===== config.mk =====
export PLATFORM = sky130hd
export DESIGN_NAME = pi_voltage_regulator
export DESIGN_NICKNAME = d
export VERILOG_FILES = /design/src/hdl/pivr_pkg.sv /design/src/hdl/pivr_csr.sv /design/src/hdl/pivr_mul_stage.sv /design/src/hdl/pivr_integ_stage.sv /design/src/hdl/pi_voltage_regulator.sv
export SDC_FILE = /design/constraint.sdc
export NUM_CORES = 2
export LEC_CHECK = 0
export BUFFER_PORTS_ARGS = -buffer_cell sky130_fd_sc_hd__buf_2
export CORE_ASPECT_RATIO = 1.4
export CORE_MARGIN = 2
export CORE_UTILIZATION = 35
export DETAILED_ROUTE_END_ITERATION = 8
export HOLD_SLACK_MARGIN = 0.12
export SETUP_SLACK_MARGIN = 0.2
export SYNTH_ARGS = -nofsm -noshare
export SYNTH_HDL_FRONTEND = slang
export SYNTH_SLANG_ARGS = --single-unit

===== constraint.sdc =====
create_clock -name clock -period 10.25 [get_ports clock]
set_input_delay 2.05 -clock clock [delete_from_list [all_inputs] [get_ports clock]]
set_output_delay 2.05 -clock clock [all_outputs]
set_load 0.01 [all_outputs]

===== src/hdl/pivr_pkg.sv =====
package pivr_pkg;

   localparam int SETPOINT_W = 16;
   localparam int GAIN_W     = 20;
   localparam int LIMIT_W    = 12;
   localparam int DUTY_W     = 12;
   localparam int ERR_W      = 18;
   localparam int INTEG_W    = 34;
   localparam int FRAC_OUT   = 20;
   localparam int PROD_SHIFT = 8;
   localparam int STEP_W     = 31;
   localparam int PROP_W     = 30;
   localparam int CSR_IDX_W  = 3;
   localparam int CSR_DATA_W = 20;

   localparam logic [CSR_IDX_W-1:0] REG_SETPOINT    = 3'd0;
   localparam logic [CSR_IDX_W-1:0] REG_PROP_GAIN   = 3'd1;
   localparam logic [CSR_IDX_W-1:0] REG_INTEG_GAIN  = 3'd2;
   localparam logic [CSR_IDX_W-1:0] REG_INTEG_LIMIT = 3'd3;
   localparam logic [CSR_IDX_W-1:0] REG_OUT_MAX     = 3'd4;

   localparam logic [SETPOINT_W-1:0] SETPOINT_RST    = 16'd64225;
   localparam logic [GAIN_W-1:0]     PROP_GAIN_RST   = 20'd11744;
   localparam logic [GAIN_W-1:0]     INTEG_GAIN_RST  = 20'd839;
   localparam logic [LIMIT_W-1:0]    INTEG_LIMIT_RST = 12'd1500;
   localparam logic [LIMIT_W-1:0]    OUT_MAX_RST     = 12'd1500;

   typedef struct packed {
      logic [SETPOINT_W-1:0] setpoint;
      logic [GAIN_W-1:0]     prop_gain;
      logic [GAIN_W-1:0]     integ_gain;
      logic [LIMIT_W-1:0]    integ_limit;
      logic [LIMIT_W-1:0]    out_max;
   } cfg_type;

   typedef struct packed {
      logic signed [STEP_W-1:0] integ_step;
      logic signed [PROP_W-1:0] prop;
   } prod_type;

endpackage


===== src/hdl/pivr_csr.sv =====
module pivr_csr (
   input  logic                             clock,
   input  logic                             reset,
   input  logic                             csr_valid,
   output logic                             csr_ready,
   input  logic [pivr_pkg::CSR_IDX_W-1:0]   csr_index,
   input  logic [pivr_pkg::CSR_DATA_W-1:0]  csr_data,
   output pivr_pkg::cfg_type                cfg
);

   pivr_pkg::cfg_type cfg_ff, cfg_in;

   always_comb begin
      cfg_in = cfg_ff;
      if (csr_valid) begin
         case (csr_index)
            pivr_pkg::REG_SETPOINT:
               cfg_in.setpoint = csr_data[pivr_pkg::SETPOINT_W-1:0];
            pivr_pkg::REG_PROP_GAIN:
               cfg_in.prop_gain = csr_data[pivr_pkg::GAIN_W-1:0];
            pivr_pkg::REG_INTEG_GAIN:
               cfg_in.integ_gain = csr_data[pivr_pkg::GAIN_W-1:0];
            pivr_pkg::REG_INTEG_LIMIT:
               cfg_in.integ_limit = csr_data[pivr_pkg::LIMIT_W-1:0];
            pivr_pkg::REG_OUT_MAX:
               cfg_in.out_max = csr_data[pivr_pkg::LIMIT_W-1:0];
            default: cfg_in = cfg_ff;
         endcase
      end
   end

   always_ff @(posedge clock) begin
      if (reset) begin
         cfg_ff.setpoint    <= pivr_pkg::SETPOINT_RST;
         cfg_ff.prop_gain   <= pivr_pkg::PROP_GAIN_RST;
         cfg_ff.integ_gain  <= pivr_pkg::INTEG_GAIN_RST;
         cfg_ff.integ_limit <= pivr_pkg::INTEG_LIMIT_RST;
         cfg_ff.out_max     <= pivr_pkg::OUT_MAX_RST;
      end else begin
         cfg_ff <= cfg_in;
      end
   end

   assign csr_ready = 1'b1;
   assign cfg       = cfg_ff;

endmodule


===== src/hdl/pivr_mul_stage.sv =====
module pivr_mul_stage #(
   parameter int SAMPLE_BITS = 12
) (
   input  logic                   clock,
   input  logic                   reset,
   input  pivr_pkg::cfg_type      cfg,
   input  logic                   in_valid,
   output logic                   in_ready,
   input  logic [SAMPLE_BITS-1:0] sample,
   output logic                   out_valid,
   input  logic                   out_ready,
   output pivr_pkg::prod_type     prod
);

   localparam int Q4_W   = 16;
   localparam int PAIR_W = pivr_pkg::ERR_W + 1;
   localparam int GS_W   = pivr_pkg::GAIN_W + 1;
   localparam int PI_W   = PAIR_W + GS_W;
   localparam int PP_W   = pivr_pkg::ERR_W + GS_W;

   logic                               valid_ff, valid_in;
   logic                               load;
   logic signed [pivr_pkg::ERR_W-1:0]  prev_err_ff;
   pivr_pkg::prod_type                 prod_ff;
   logic [Q4_W-1:0]                    sample_q4;
   logic signed [pivr_pkg::ERR_W-1:0]  err;
   logic signed [PAIR_W-1:0]           pair;
   logic signed [GS_W-1:0]             ki_s, kp_s;
   logic signed [PI_W-1:0]             prod_i;
   logic signed [PP_W-1:0]             prod_p;

   // sample taken as a fraction of 12-bit full scale, Q.4
   assign sample_q4 = Q4_W'(sample) << (Q4_W - SAMPLE_BITS);
   assign err  = $signed({2'b00, cfg.setpoint}) - $signed({2'b00, sample_q4});
   assign pair = PAIR_W'(err) + PAIR_W'(prev_err_ff);
   assign ki_s = $signed({1'b0, cfg.integ_gain});
   assign kp_s = $signed({1'b0, cfg.prop_gain});
   assign prod_i = PI_W'(pair) * PI_W'(ki_s);
   assign prod_p = PP_W'(err) * PP_W'(kp_s);

   assign in_ready = !valid_ff || out_ready;
   assign load     = in_valid && in_ready;
   assign valid_in = in_ready ? in_valid : valid_ff;

   always_ff @(posedge clock) begin
      if (reset) begin
         valid_ff    <= 1'b0;
         prev_err_ff <= '0;
      end else begin
         valid_ff <= valid_in;
         if (load) begin
            prev_err_ff <= err;
         end
      end
   end

   // floor shift by PROD_SHIFT
   always_ff @(posedge clock) begin
      if (load) begin
         prod_ff.integ_step <=
            prod_i[pivr_pkg::STEP_W+pivr_pkg::PROD_SHIFT-1:pivr_pkg::PROD_SHIFT];
         prod_ff.prop <=
            prod_p[pivr_pkg::PROP_W+pivr_pkg::PROD_SHIFT-1:pivr_pkg::PROD_SHIFT];
      end
   end

   assign out_valid = valid_ff;
   assign prod      = prod_ff;

endmodule


===== src/hdl/pivr_integ_stage.sv =====
module pivr_integ_stage (
   input  logic                          clock,
   input  logic                          reset,
   input  pivr_pkg::cfg_type             cfg,
   input  logic                          in_valid,
   output logic                          in_ready,
   input  pivr_pkg::prod_type            prod,
   output logic                          out_valid,
   input  logic                          out_ready,
   output logic [pivr_pkg::DUTY_W-1:0]   duty_compare,
   output logic                          saturated
);

   localparam int SUM_W = pivr_pkg::INTEG_W + 1;
   localparam logic signed [pivr_pkg::INTEG_W-1:0] INTEG_BOUND =
      pivr_pkg::INTEG_W'(4095) <<< pivr_pkg::FRAC_OUT;

   logic                                 valid_ff, valid_in;
   logic                                 load;
   logic signed [pivr_pkg::INTEG_W-1:0]  integ_ff, integ_in;
   logic [pivr_pkg::DUTY_W-1:0]          duty_ff, duty_in;
   logic                                 sat_ff, sat_in;
   logic signed [SUM_W-1:0]              integ_sum, lim, neg_lim, top, sum;

   always_comb begin
      lim       = $signed({3'b000, cfg.integ_limit, {pivr_pkg::FRAC_OUT{1'b0}}});
      neg_lim   = -lim;
      top       = $signed({3'b000, cfg.out_max, {pivr_pkg::FRAC_OUT{1'b0}}});
      integ_sum = SUM_W'(integ_ff) + SUM_W'(prod.integ_step);
      if (integ_sum > lim) begin
         integ_in = lim[pivr_pkg::INTEG_W-1:0];
      end else if (integ_sum < neg_lim) begin
         integ_in = neg_lim[pivr_pkg::INTEG_W-1:0];
      end else begin
         integ_in = integ_sum[pivr_pkg::INTEG_W-1:0];
      end
      sum = SUM_W'(integ_in) + SUM_W'(prod.prop);
      if (sum >= top) begin
         duty_in = cfg.out_max;
         sat_in  = 1'b1;
      end else if (sum <= 0) begin
         duty_in = '0;
         sat_in  = 1'b1;
      end else begin
         duty_in = sum[pivr_pkg::FRAC_OUT+pivr_pkg::DUTY_W-1:pivr_pkg::FRAC_OUT];
         sat_in  = 1'b0;
      end
   end

   assign in_ready = !valid_ff || out_ready;
   assign load     = in_valid && in_ready;
   assign valid_in = in_ready ? in_valid : valid_ff;

   always_ff @(posedge clock) begin
      if (reset) begin
         valid_ff <= 1'b0;
         integ_ff <= '0;
      end else begin
         valid_ff <= valid_in;
         if (load) begin
            integ_ff <= integ_in;
         end
      end
   end

   always_ff @(posedge clock) begin
      if (load) begin
         duty_ff <= duty_in;
         sat_ff  <= sat_in;
      end
   end

   assign out_valid    = valid_ff;
   assign duty_compare = duty_ff;
   assign saturated    = sat_ff;

   a_reset_empty: assert property (@(posedge clock) reset |=> !valid_ff)
      else $error("result register valid after reset");

   a_integ_hold: assert property (@(posedge clock) disable iff (reset)
      !load |=> $stable(integ_ff))
      else $error("integrator changed without an item");

   a_load_valid: assert property (@(posedge clock) disable iff (reset)
      load |=> valid_ff)
      else $error("loaded item not presented");

   a_integ_bound: assert property (@(posedge clock) disable iff (reset)
      (integ_ff <= INTEG_BOUND) && (integ_ff >= -INTEG_BOUND))
      else $error("integrator beyond largest limit");

endmodule


===== src/hdl/pi_voltage_regulator.sv =====
// channel  direction  handshake              payload
// req      in         req_tvalid/req_tready  tdata: sample
// rsp      out        rsp_tvalid/rsp_tready  tdata: duty_compare; tuser: saturated
// csr      in         csr_valid/csr_ready    csr_index, csr_data
//
// Three register stages: input, error/products, integrator/clamp result.
// One item per cycle unless rsp stalls; rsp_tvalid comes from the result register.
// Integrator add and clamp form a single combinational loop, which sets the item rate.
// Synchronous reset clears the integrator, previous error and valid flags.
// Each stage holds its item under rsp stall; bubbles are still filled.
module pi_voltage_regulator #(
   parameter int SAMPLE_BITS = 12
) (
   input  logic                                 clock,
   input  logic                                 reset,
   input  logic                                 req_tvalid,
   output logic                                 req_tready,
   input  logic [((SAMPLE_BITS+7)/8)*8-1:0]     req_tdata,   // [SAMPLE_BITS-1:0] sample
   output logic                                 rsp_tvalid,
   input  logic                                 rsp_tready,
   output logic [15:0]                          rsp_tdata,   // [11:0] duty_compare
   output logic                                 rsp_tuser,   // [0] saturated
   input  logic                                 csr_valid,
   output logic                                 csr_ready,
   input  logic [pivr_pkg::CSR_IDX_W-1:0]       csr_index,
   input  logic [pivr_pkg::CSR_DATA_W-1:0]      csr_data
);

   pivr_pkg::cfg_type               cfg;
   pivr_pkg::prod_type              prod;
   logic                            in_valid_ff, in_valid_in;
   logic [SAMPLE_BITS-1:0]          sample_ff;
   logic                            load;
   logic                            mul_ready, mul_valid, integ_ready;
   logic [pivr_pkg::DUTY_W-1:0]     duty;

   pivr_csr u_csr (
      .clock     (clock),
      .reset     (reset),
      .csr_valid (csr_valid),
      .csr_ready (csr_ready),
      .csr_index (csr_index),
      .csr_data  (csr_data),
      .cfg       (cfg)
   );

   assign req_tready  = !in_valid_ff || mul_ready;
   assign load        = req_tvalid && req_tready;
   assign in_valid_in = req_tready ? req_tvalid : in_valid_ff;

   always_ff @(posedge clock) begin
      if (reset) begin
         in_valid_ff <= 1'b0;
      end else begin
         in_valid_ff <= in_valid_in;
      end
   end

   always_ff @(posedge clock) begin
      if (load) begin
         sample_ff <= req_tdata[SAMPLE_BITS-1:0];
      end
   end

   pivr_mul_stage #(
      .SAMPLE_BITS (SAMPLE_BITS)
   ) u_mul (
      .clock     (clock),
      .reset     (reset),
      .cfg       (cfg),
      .in_valid  (in_valid_ff),
      .in_ready  (mul_ready),
      .sample    (sample_ff),
      .out_valid (mul_valid),
      .out_ready (integ_ready),
      .prod      (prod)
   );

   pivr_integ_stage u_integ (
      .clock        (clock),
      .reset        (reset),
      .cfg          (cfg),
      .in_valid     (mul_valid),
      .in_ready     (integ_ready),
      .prod         (prod),
      .out_valid    (rsp_tvalid),
      .out_ready    (rsp_tready),
      .duty_compare (duty),
      .saturated    (rsp_tuser)
   );

   assign rsp_tdata = {4'b0000, duty};

endmodule


# Word level (Yosys, flattened, before mapping)
# Cells that the tools add are included.
classes:
  n_mux: 5
  mul: 2
  order_cmp: 4
  n_reduce_logical: 15
  eq_ne: 4
  addsub: 5
op_table:
  columns: ["cell", "n"]
  rows:
  - ["34-bit two-way mux", 2]
  - ["19-bit by 21-bit multiplier with 39-bit output", 1]
  - ["17-bit by 21-bit multiplier with 38-bit output", 1]
  - ["34-bit by 30-bit adder with 35-bit output", 1]
  - ["34-bit by 31-bit adder with 35-bit output", 1]
  - ["35-bit by 33-bit >= comparator with 1-bit output", 1]
  - ["35-bit by 33-bit > comparator with 1-bit output", 1]
  - ["35-bit by 1-bit less-or-equal comparator with 1-bit output (second input constant)", 1]
  - ["35-bit less-than comparator", 1]
  - ["32-bit negator with 35-bit output", 1]
  - ["12-bit two-way mux", 2]
  - ["17-bit by 17-bit adder with 18-bit output", 1]
  - ["16-bit by 16-bit subtractor with 17-bit output", 1]
  - ["2-bit AND reduction", 5]
  - ["3-bit by 2-bit equality test with 1-bit output (second input constant)", 2]
  - ["3-bit by 1-bit equality test with 1-bit output (second input constant)", 1]
  - ["3-bit equality test (second input constant)", 1]
  - ["1-bit logical AND", 3]
  - ["1-bit logical NOT", 3]
  - ["3-bit logical NOT", 1]
  - ["1-bit logical OR", 3]
  - ["1-bit two-way mux", 1]
word_totals:
  inputBits: 44
  reg_bits: 220
  elab_cells: 50
  output_inout_bits: 20

# Longest topological paths before layout
depth:
  ltp_word: 8
  mapped_depth: 49
  depth_no_buf: 46

# Cells and area by module
# From an unflattened synthesis, not the netlist that was laid out.
unflattened:
  hier_cells: 4348
  hier_area_um2: 38231.7
by_module_without_submodules:
  columns: ["module", "n_inst", "seq_area_each_um2", "area_per_inst_um2", "cells_each"]
  rows:
  - ["pivr_mul_stage", 1, 2192.1, 26641.8, 2937]
  - ["pivr_integ_stage", 1, 1091.0, 7955.1, 1082]
  - ["pivr_csr", 1, 1601.5, 3185.6, 307]
  - ["pi_voltage_regulator", 1, 380.4, 449.2, 22]

# Worst setup path after synthesis
# OpenSTA, ideal clock, no wires.
synth_path:
  path_kind: "register to register"
  from: "register sample_ff[1]"
  to: "register u_mul.prod_ff (netlist bit u_mul.prod[59]) (data pin)"
  period_less_slack_ns: 9.605
  path_buffers: 2
  slack_ns: 0.645
  stages_incl_launch_ff: 44
  setup_time_ns: 0.262
  arrival_ns: 9.342
  cell_sequence: "edfxtp_1 > inv_1 > ha_1 > nor2b_1 > o21ai_0 > a21boi_0 > o21ai_0 > a21boi_0 > o21ai_0 > a21boi_0 > o21ai_0 > nor2b_1 > xnor2_1 > clkbuf_1 > ha_1 > a21o_1 > nor3_1 > o211ai_1 > (+8 left out) > inv_1 > fa_1 > inv_1 > fa_1 > inv_1 > fa_1 > ha_1 > a21oi_1 > o21ai_0 > o2111ai_1 > nand2_1 > o211a_1 > o41a_1 > a41o_1 > a31o_2 > a21oi_1 > o21bai_1 > xor2_1"
synth_between:
  elab_chain_len: 3
synth_rtl:
  columns: ["item", "line_no", "text"]
  rows:
  - ["start: declaration", "pi_voltage_regulator.sv:32", "logic [SAMPLE_BITS-1:0] sample_ff;"]
  - ["start signal: assignment", "pi_voltage_regulator.sv:61", "sample_ff <= req_tdata[SAMPLE_BITS-1:0];"]
  - ["16-bit by 16-bit subtractor with 17-bit output", "pivr_mul_stage.sv:34", "assign err = $signed({2'b00, cfg.setpoint}) - $signed({2'b00, sample_q4});"]
  - ["via u_mul.err (one bit)", "pivr_mul_stage.sv:26", "logic signed [pivr_pkg::ERR_W-1:0] err;"]
  - ["17-bit by 17-bit adder with 18-bit output", "pivr_mul_stage.sv:35", "assign pair = PAIR_W'(err) + PAIR_W'(prev_err_ff);"]
  - ["19-bit by 21-bit multiplier with 39-bit output", "pivr_mul_stage.sv:38", "assign prod_i = PI_W'(pair) * PI_W'(ki_s);"]
  - ["via u_mul.prod_i[37]", "pivr_mul_stage.sv:29", "logic signed [PI_W-1:0] prod_i;"]
  - ["end: declaration", "pivr_mul_stage.sv:24", "pivr_pkg::prod_type prod_ff;"]
# The timed path passes the listed nets, and every way through them passes these cells.
# A chain may end at the register's enable or synchronous reset.

# Worst setup path after layout
layout_path:
  from: "register u_mul.prod_ff (netlist bit u_mul.prod[46])"
  to: "register u_integ.duty_ff (netlist bit u_integ.duty_compare[3]) (data pin)"
layout_between:
  elab_chain_len: 8
layout_rtl:
  columns: ["item", "line_no", "text"]
  rows:
  - ["34-bit by 31-bit adder with 35-bit output (*)", "pivr_integ_stage.sv:29", "integ_sum = SUM_W'(integ_ff) + SUM_W'(prod.integ_step);"]
  - ["35-bit less-than comparator", "pivr_integ_stage.sv:32", "end else if (integ_sum < neg_lim) begin"]
  - ["34-bit two-way mux", "pivr_integ_stage.sv:32", null]
  - ["34-bit two-way mux (*)", "pivr_integ_stage.sv:30", "if (integ_sum > lim) begin"]
  - ["via u_integ.integ_in (one bit)", "pivr_integ_stage.sv:20", "logic signed [pivr_pkg::INTEG_W-1:0] integ_ff, integ_in;"]
  - ["34-bit by 30-bit adder with 35-bit output (*)", "pivr_integ_stage.sv:37", "sum = SUM_W'(integ_in) + SUM_W'(prod.prop);"]
  - ["35-bit by 1-bit less-or-equal comparator with 1-bit output", "pivr_integ_stage.sv:41", "end else if (sum <= 0) begin"]
  - ["12-bit two-way mux", "pivr_integ_stage.sv:41", null]
  - ["12-bit two-way mux (*)", "pivr_integ_stage.sv:38", "if (sum >= top) begin"]
  - ["via u_integ.duty_in (one bit)", "pivr_integ_stage.sv:21", "logic [pivr_pkg::DUTY_W-1:0] duty_ff, duty_in;"]
  - ["end signal: assignment", "pivr_integ_stage.sv:68", "duty_ff <= duty_in;"]
  - ["end: declaration", "pivr_integ_stage.sv:21", null]
# The timed path passes the listed nets; every way through them passes the cells marked *.

==> Flow_metrics.wiki <==
{| class="wikitable"
! Metric !! Value
|-
| Clock tree from TritonCTS || done
|-
| Slew HR || 17.1%
|-
| Worst setup EP type || register
|-
| Total Die Area || 107,000 um^2
|-
| GRT Overall Usage || 20.0%
|-
| Maximum fanout along the worst path || 24
|-
| Primary FF master, synth || sky130_fd_sc_hd__dfxtp_1
|-
| Post-Place Cells || 5,529
|-
| Share of final-layout standard cells stronger than drive strength 1 || 7.94%
|-
| Critical path's slowest cell || sky130_fd_sc_hd__o31a_1
|-
| Count of input and output buffers || 54
|-
| Total number of nets in the final design || 5,216
|-
| Largest net degree at the start of global routing || 81
|-
| Area growth from synthesis to final layout || 9.44%
|-
| Starting density of the core || 35.2%
|-
| DRT antenna net count || 0
|-
| Aggregate negative setup slack || 0 ns
|-
| Mapped Cells || 4,199
|-
| Max-cap check violation count || 0
|-
| Final period utilization || 93.4%
|-
| Number of endpoints with negative hold slack in the final report || 0
|-
| Sequential-to-total area share from yosys stat || 14.4%
|-
| Die boundary width || 277 um
|-
| DR vias/cell || 5.14
|-
| Clock period minus worst slack || 9.57 ns
|-
| Final setup violation count || 0
|-
| Run status || finished clean
|-
| Clock Tree Buf Depth || 3
|-
| Remaining global-route overflow || 0
|-
| First-pass GRT wire length || 167,000 um
|-
| Layout Cells excl Fill || 5,581
|-
| Length of the first detailed-routing pass in iterations || 8
|-
| Post-Synthesis Cell Area || 36,500 um^2
|-
| Classification of the worst-slack hold path || register to register
|-
| Number of warnings printed during yosys synthesis || 0
|-
| Final RePlAce weighted congestion || 0.926
|-
| Number of levels the H-tree was split into || 1
|-
| Number of buffers inserted during clock tree synthesis || 25
|-
| Most frequent cell after synthesis || sky130_fd_sc_hd__inv_1
|-
| Placed wire-length estimate || 82,700 um
|-
| Via count of the first global-routing pass || 30,300
|-
| Most area-consuming cells after synthesis || sky130_fd_sc_hd__fa_1, sky130_fd_sc_hd__ha_1, sky130_fd_sc_hd__inv_1
|-
| Total Routed Length || 105,000 um
|-
| Clock-pin transition on the worst setup and hold timing paths || 0.07 ns
|-
| Transition at the pin with the smallest max-transition slack || 1.24 ns
|-
| Mean routed wirelength per cell || 18.8 um
|-
| CP Launch Type || register
|-
| Largest area contributor in the netlist || sky130_fd_sc_hd__fa_1
|-
| Count of flip-flops with a built-in enable after synthesis || 86
|-
| Fill count || 10,600
|-
| Count of vias placed by the detailed router || 28,700
|-
| Core region area || 104,000 um^2
|-
| Placement row count || 140
|-
| Data arrival time of the worst path || 9.90 ns
|-
| Clock latency reported for the late side of the worst-skew pair || 0.59 ns
|-
| Commonest cells in the synthesized netlist || sky130_fd_sc_hd__inv_1, sky130_fd_sc_hd__nand2_1, sky130_fd_sc_hd__fa_1
|-
| Detailed router's first-iteration violation count || 1,426
|-
| Crit Path Class || register to register
|-
| Setup skew after layout || 0.0324 ns
|-
| Die outline height || 386 um
|-
| Unrepaired setup endpoints after global routing || false
|-
| Clk Tree Root Cell || sky130_fd_sc_hd__clkbuf_16
|-
| Clock net sink count || 220
|-
| Maximum clock rate || 104 MHz
|-
| Antenna cells || 0
|-
| Post-synthesis area per instance || 8.69 um^2
|-
| FFs w/ async S/R, synth || 0%
|-
| Max Transition Viols Final || 0
|-
| Peak per-stage delay on the critical path || 0.43 ns
|-
| Residual DRC count || 0
|-
| Worst path required time || 10.58 ns
|-
| Initial antenna violation count || 3
|-
| Count of unique library cells instantiated by Yosys || 85
|-
| I/O pin count || 64
|-
| Synth top area share || 30.7%
|-
| Hold buffers post-CTS || 0
|-
| Total of flip-flops plus latches after synthesis || 220
|}
-- flip-flops by register name (all words and copies together), names as in the netlist --
| signal | cells |
|---|---|
| in_valid_ff | 1 |
| u_integ.saturated | 1 |
| sample_ff | 12 |
| u_integ.duty_compare | 12 |
| u_csr.cfg | 80 |
| u_mul.prod | 61 |
| u_integ.integ_ff | 34 |
| u_mul.out_valid | 1 |
| u_integ.out_valid | 1 |
| u_mul.prev_err_ff | 17 |
-- repair_timing --
| action | 4_1_cts | 5_1_grt |
|---|---|---|
| hold endpoints to repair | 0 | 0 |
| gates resized for setup | 5 | 61 |
| pin swaps | 0 | 24 |
| buffers inserted | 0 | 6 |
| endpoints found under the setup margin | 5 | 38 |
-- metrics by stage --
step	util [%]	hold slack [ns]	worst slack [ns]	instance area (um^2)
3_5_place_dp	37.3	0.453	0.131	38700
6_report	38.5	0.463	0.677	39900
2_1_floorplan	-	0.436	0.645	36500
3_3_place_gp	37.3	0.443	0.169	38700
4_1_cts	38.2	0.463	0.235	39600
5_1_grt	38.5	0.482	0.149	39900
-- cell families (layout without fill, tap and decap cells) --
logic type	count (synthesis)	count (layout)	share of synthesized area, %
AOI/OAI and AO/OA	547	547	9.73
xor gates and xnor gates	122	122	2.93
adders and majority gates	959	959	44.4
buffers and inverters	910	940	9.45
DFF	220	220	14.4
muxes	8	8	0.219
other	2	5	0.0206
and+or+nand+nor	1431	1431	18.9
-- cells in the final DEF (no fill, tap or decap), types with 42 or more instances in the layout --
| cell | netlist | layout |
|---|---|---|
| sky130_fd_sc_hd__xnor2_1 | 88 | 77 |
| sky130_fd_sc_hd__buf_4 | 7 | 121 |
| sky130_fd_sc_hd__and2_1 | 251 | 251 |
| sky130_fd_sc_hd__a21o_1 | 42 | 42 |
| sky130_fd_sc_hd__edfxtp_1 | 86 | 86 |
| sky130_fd_sc_hd__o21ai_0 | 89 | 85 |
| sky130_fd_sc_hd__nand3b_1 | 66 | 66 |
| sky130_fd_sc_hd__buf_2 | 5 | 53 |
| sky130_fd_sc_hd__o21a_1 | 44 | 44 |
| sky130_fd_sc_hd__ha_1 | 400 | 395 |
| sky130_fd_sc_hd__a21oi_1 | 191 | 178 |
| sky130_fd_sc_hd__fa_1 | 559 | 558 |
| sky130_fd_sc_hd__inv_1 | 716 | 716 |
| sky130_fd_sc_hd__nor3_1 | 61 | 58 |
| sky130_fd_sc_hd__nor2_1 | 166 | 163 |
| sky130_fd_sc_hd__nand2_1 | 675 | 675 |
| sky130_fd_sc_hd__dfxtp_1 | 134 | 134 |
-- worst max-delay path: cells and delay by family (launching register included) --
kind                       cells  cell delay, ns
buffers and inverters          4            0.74
adders and majority gates      5            1.41
xor gates and xnor gates       1            0.26
AOI/OAI and AO/OA             20            4.06
DFF                            1            0.38
and+or+nand+nor               13            2.46
-- final timing paths --
path,cells after the start,to,startpoint,slack [ns]
worst max-delay path,43,u_integ.duty_compare[3],u_mul.prod[46],0.68
worst min-delay path,2,u_mul.prev_err_ff[2],u_mul.prev_err_ff[2],0.46
worst max register to register,43,u_integ.duty_compare[3],u_mul.prod[46],0.68
worst min register to register,2,u_mul.prev_err_ff[2],u_mul.prev_err_ff[2],0.46
-- layout make-up --
class | instances | area (um^2) | share of cell area (%)
Inverter | 717 | 2690 | 6.74
Multi-Input combinational cell | 3072 | 28200 | 70.5
Sequential cell | 220 | 5270 | 13.2
Clock inverter | 14 | 183 | 0.457
Clock buffer | 32 | 713 | 1.79
Tap cell | 1349 | 1690 | 4.23
Timing Repair Buffer | 177 | 1230 | 3.08
-- routing by layer --
layer / track usage [%] / up-vias / share of wire, %
met5: 0 / - / 0.0095
met4: 7.68 / 2 / 4.1
met3: 1.42 / 217 / 4.2
met2: 39.1 / 654 / 54
met1: 22.4 / 14500 / 38
li1: - / 13300 / -
Power is not shown: default switching activity piles up to over one toggle a cycle in this logic, so the estimate is an artifact.
